[src/rtl/core/pie_list_pkg.sv]
package pie_list_pkg;

    localparam int CAPACITY_DEF  = 64;
    localparam int WORD_BITS_DEF = 32;
    localparam int OR_GROUP      = 8;

    typedef logic [2:0] op_t;

    localparam op_t OP_READ   = 3'd0;
    localparam op_t OP_WRITE  = 3'd1;
    localparam op_t OP_APPEND = 3'd2;
    localparam op_t OP_INSERT = 3'd3;
    localparam op_t OP_ERASE  = 3'd4;

    // command broadcast to every cell
    typedef logic [2:0] kind_t;

    localparam kind_t K_NONE   = 3'd0;
    localparam kind_t K_READ   = 3'd1;
    localparam kind_t K_LOAD   = 3'd2;
    localparam kind_t K_INSERT = 3'd3;
    localparam kind_t K_ERASE  = 3'd4;

    typedef struct packed {
        op_t                op;
        logic        [6:0]  position;
        logic signed [31:0] word_in;
    } in_t;

    typedef struct packed {
        logic               ok;
        logic signed [31:0] word_out;
        logic        [6:0]  count;
    } out_t;

endpackage

[src/rtl/core/pie_list_cell.sv]
module pie_list_cell #(
    parameter int CAPACITY  = pie_list_pkg::CAPACITY_DEF,
    parameter int WORD_BITS = pie_list_pkg::WORD_BITS_DEF,
    parameter int INDEX     = 0,
    localparam int IDX_W    = $clog2(CAPACITY)
) (
    input  logic                      clk,
    input  pie_list_pkg::kind_t       kind,
    input  logic [IDX_W-1:0]          idx,
    input  logic [WORD_BITS-1:0]      word,
    input  logic [WORD_BITS-1:0]      left,
    input  logic [WORD_BITS-1:0]      right,
    output logic [WORD_BITS-1:0]      value,
    output logic [WORD_BITS-1:0]      sel
);

    localparam logic [IDX_W-1:0] ME = IDX_W'(INDEX);

    logic [WORD_BITS-1:0] value_reg;
    logic [WORD_BITS-1:0] value_next;
    logic [WORD_BITS-1:0] sel_reg;
    logic [WORD_BITS-1:0] sel_next;

    always_comb
    begin
        value_next = value_reg;
        unique case (kind)
            pie_list_pkg::K_LOAD:
            begin
                if (idx == ME)
                begin
                    value_next = word;
                end
            end
            pie_list_pkg::K_INSERT:
            begin
                // cells above the slot take the left neighbor
                if (ME > idx)
                begin
                    value_next = left;
                end
                else if (ME == idx)
                begin
                    value_next = word;
                end
            end
            pie_list_pkg::K_ERASE:
            begin
                if (ME >= idx)
                begin
                    value_next = right;
                end
            end
            default:
            begin
                value_next = value_reg;
            end
        endcase
    end

    // only the addressed cell drives its word toward the or tree
    assign sel_next = (kind == pie_list_pkg::K_READ && idx == ME) ? value_reg : '0;

    always_ff @(posedge clk)
    begin
        value_reg <= value_next;
        sel_reg   <= sel_next;
    end

    assign value = value_reg;
    assign sel   = sel_reg;

endmodule

[config.mk]
export PLATFORM = sky130hd
export DESIGN_NAME = pie_list_cell
export DESIGN_NICKNAME = d
export VERILOG_FILES = /design/src/rtl/core/pie_list_pkg.sv /design/src/rtl/core/pie_list_cell.sv
export SDC_FILE = /design/constraint.sdc
export NUM_CORES = 1
export LEC_CHECK = 0
export ABC_AREA = 1
export BUFFER_PORTS_ARGS = -buffer_cell sky130_fd_sc_hd__buf_2
export CAP_MARGIN = 20
export CORE_AREA = 2 2 125 66
export DETAILED_ROUTE_END_ITERATION = 7
export DIE_AREA = 0 0 127 68
export GPL_TIMING_DRIVEN = 0
export PLACE_DENSITY = 0.75
export SLEW_MARGIN = 20
export SYNTH_ARGS = -nofsm -noshare
export SYNTH_HDL_FRONTEND = slang
export SYNTH_SLANG_ARGS = --single-unit
[constraint.sdc]
create_clock -name clk -period 3.2 [get_ports clk]
set_input_delay 0.32 -clock clk [delete_from_list [all_inputs] [get_ports clk]]
set_output_delay 0.32 -clock clk [all_outputs]
set_load 0.01 [all_outputs]
==> results.tsv <==
stage	metric	value	unit
setup_path	arrival	2.06	ns
logic_synthesis	avgSynthCellArea	8.09	um2
timing	min_period_over_period	63.7	%
clock_network	clkSinkCount	64	
setup_path	r2r_slack	2.20	ns
placed_design	port_buffers	137	
routing	vias	3001	
min_path	hp-class	in -> reg	
pwr	ir_drop	0.350	mV
clock_network	cts_tree	done	
routing	routed_wl	9.41	mm
setup_path	end_kind	flop	
pwr	pwr_density_cell	501	mW/mm2
logic_synthesis	syn_area	0.00288	mm2
cells_and_area	regArea	0.00160	mm2
placed_design	place_ws	0.825	ns
die	die_w	127	um
die	start_util	37.6	%
timing	rsz0062_at_grt	false	
timing	report.final.slew_viol_count	0	
global_routing	grt_first_pass_wirelength	14.4	mm
timing	layout_setup_ws	1.16	ns
run	cap_violations	0	
timing	clock_skew	0.00544	ns
global_routing	grt_pass1_vias	2870	
setup_path	rr_endpoint	value[21]	
timing	worstMarginPinSlew	0.751	ns
cells_and_area	final_nets	611	
run_status	status	completed	
cells_and_area	antenna_cells	0	
cells_and_area	multiInputGateArea	940	um2
logic_synthesis	yosys_warnings	0	
cells_and_area	fillers	758	
cells_and_area	areaGrowthSynthToFinish	39.2	%
setup_path	cp.required	3.22	ns
setup_path	crit_path_end	value[21]	
cells_and_area	stdcell_area	0.00401	mm2
routing	ant_nets	0	
timing	setup_viol	0	
logic_synthesis	synthDistinctLibCells	13	
timing	maxSlewHeadroom	49.9	%
setup_path	r2r-start	value[21]	
logic_synthesis	syn-num-nets	462	
cells_and_area	final_cell_mix	buf_2, nand2_1, inv_1, nand3_1	
setup_path	startpoint	idx[2]	
routing	first_pass_iters	5	
logic_synthesis	syn_inst	356	
die	die_area	0.00864	mm2
die	core_area	0.00765	mm2
pwr	power_leakage	2.13	nW
pwr	p_total	0.00201	W
global_routing	grtUsageTotal	22.1	%
setup_path	cp_max_fo	17	
timing	period_needed	2.04	ns
placed_design	dp_hpwl	6.97	mm
global_routing	antenna_found_initial	0	
cells_and_area	drive_gt1_share	32.2	%
cells_and_area	utilization	52.4	%
clock_network	post_cts_buffers	0	
clock_network	holdBufCountCts	0	
global_routing	grt_overflow_total	0	
setup_path	ff2ff_path_depth	4	
clock_network	clk_pin_slew	0.05	ns
placed_design	dpl-instance-area	0.00373	mm2
die	rows	23	
die	die_y	68	um
routing	wire_per_inst	15.4	um
clock_network	numCtsBuffers	9	
clock_network	clk_latency	0.32	ns
routing	viasPerCell	4.92	
clock_network	cts_resized	0	
routing	route.detailed.drc	0	
clock_network	clockRootBuffer	clkbuf_16	
timing	max_freq	0.491	GHz
cells_and_area	mostFrequentLayoutCell	buf_2	
global_routing	grt_max_degree	18	
logic_synthesis	seq_area_frac_synth	55.6	%
die	io-pin-count	170	
setup_path	start_kind	primary input	
routing	drt_iter0_markers	224	
clock_network	clockBufferDepth	2	
setup_path	crit_type	in -> reg	
clock_network	cts_max_level	3	
placed_design	gp_congestion	0.903	
timing	finalHoldViolCount	0	
logic_synthesis	yosys_register_bits	64	
==> metrics by stage <==
step                      setup TNS [ns]  hold WS (ns)  std cells
after floorplan                        0         0.506        356
after global placement            -33.11         0.539        593
after detailed placement               0         0.544        594
after CTS                              0         0.259        610
after global routing                   0         0.270        610
final                                  0         0.268        610
==> cell families (layout without fill, tap and decap cells) <==
| family | after synthesis | count (layout) | share of synthesized area [%] |
|---|---|---|---|
| simple gates | 200 | 200 | 31.9 |
| flops | 64 | 64 | 55.6 |
| compound gates | 1 | 1 | 0.217 |
| buf+inv | 91 | 245 | 12.2 |
==> critical path, cell delays in order <==
cell and delay, ns:
buf_2 0.10, nor2_2 0.26, nand3_1 0.13, buf_2 0.21
buf_2 0.21, o22ai_4 0.56, buf_16 0.24
==> area by class of cell <==
type	count	area share [%]
flip-flops and latches	64	40.0
well taps	100	3.12
clock buffers	13	6.49
plain buffers	25	2.59
multi-input cells	201	23.4
clock inverters	3	0.406
inverters	66	6.18
repair buffers	138	17.8
==> synth_stat cells <==
master | n | area (um2)
clkbuf_1 | 14 | 52.6
edfxtp_1 | 32 | 961
nor3_1 | 32 | 160
nand3_1 | 33 | 165
inv_1 | 66 | 248
nor2_1 | 2 | 7.51
nand2_1 | 98 | 368
buf_1 | 3 | 11.3
buf_2 | 8 | 40.0
dfxtp_1 | 32 | 641
nor2_2 | 3 | 18.8
o22ai_1 | 1 | 6.26
nand4_1 | 32 | 200
==> worst min-delay path by stage <==
stage                     slack [ns]  cells past startpoint       from   endpoint
after CTS                       0.26                      3  right[19]  value[19]
after floorplan                 0.51                      2   right[0]   value[0]
after global routing            0.27                      3   right[8]   value[8]
after global placement          0.54                      2   value[0]     sel[0]
final                           0.27                      3  right[14]  value[14]
after detailed placement        0.54                      2   value[5]     sel[5]
==> layer usage <==
layer,GRT usage (%),up-vias,routed length (um),part of all wire [%]
met2,34.1,167,3900,41
met5,0,-,0,0
li1,-,1450,-,-
met4,5.22,0,76,0.81
met1,30.6,1376,4560,48
met3,6.88,8,877,9.3
==> power breakdown <==
group | internal (W) | switching (W)
clock | 0.000564 | 0.000335
combinational | 0.0000807 | 0.000127
sequential | 0.000889 | 0.0000109
total | 0.00153 | 0.000473
(Power assumes the default switching activity.)
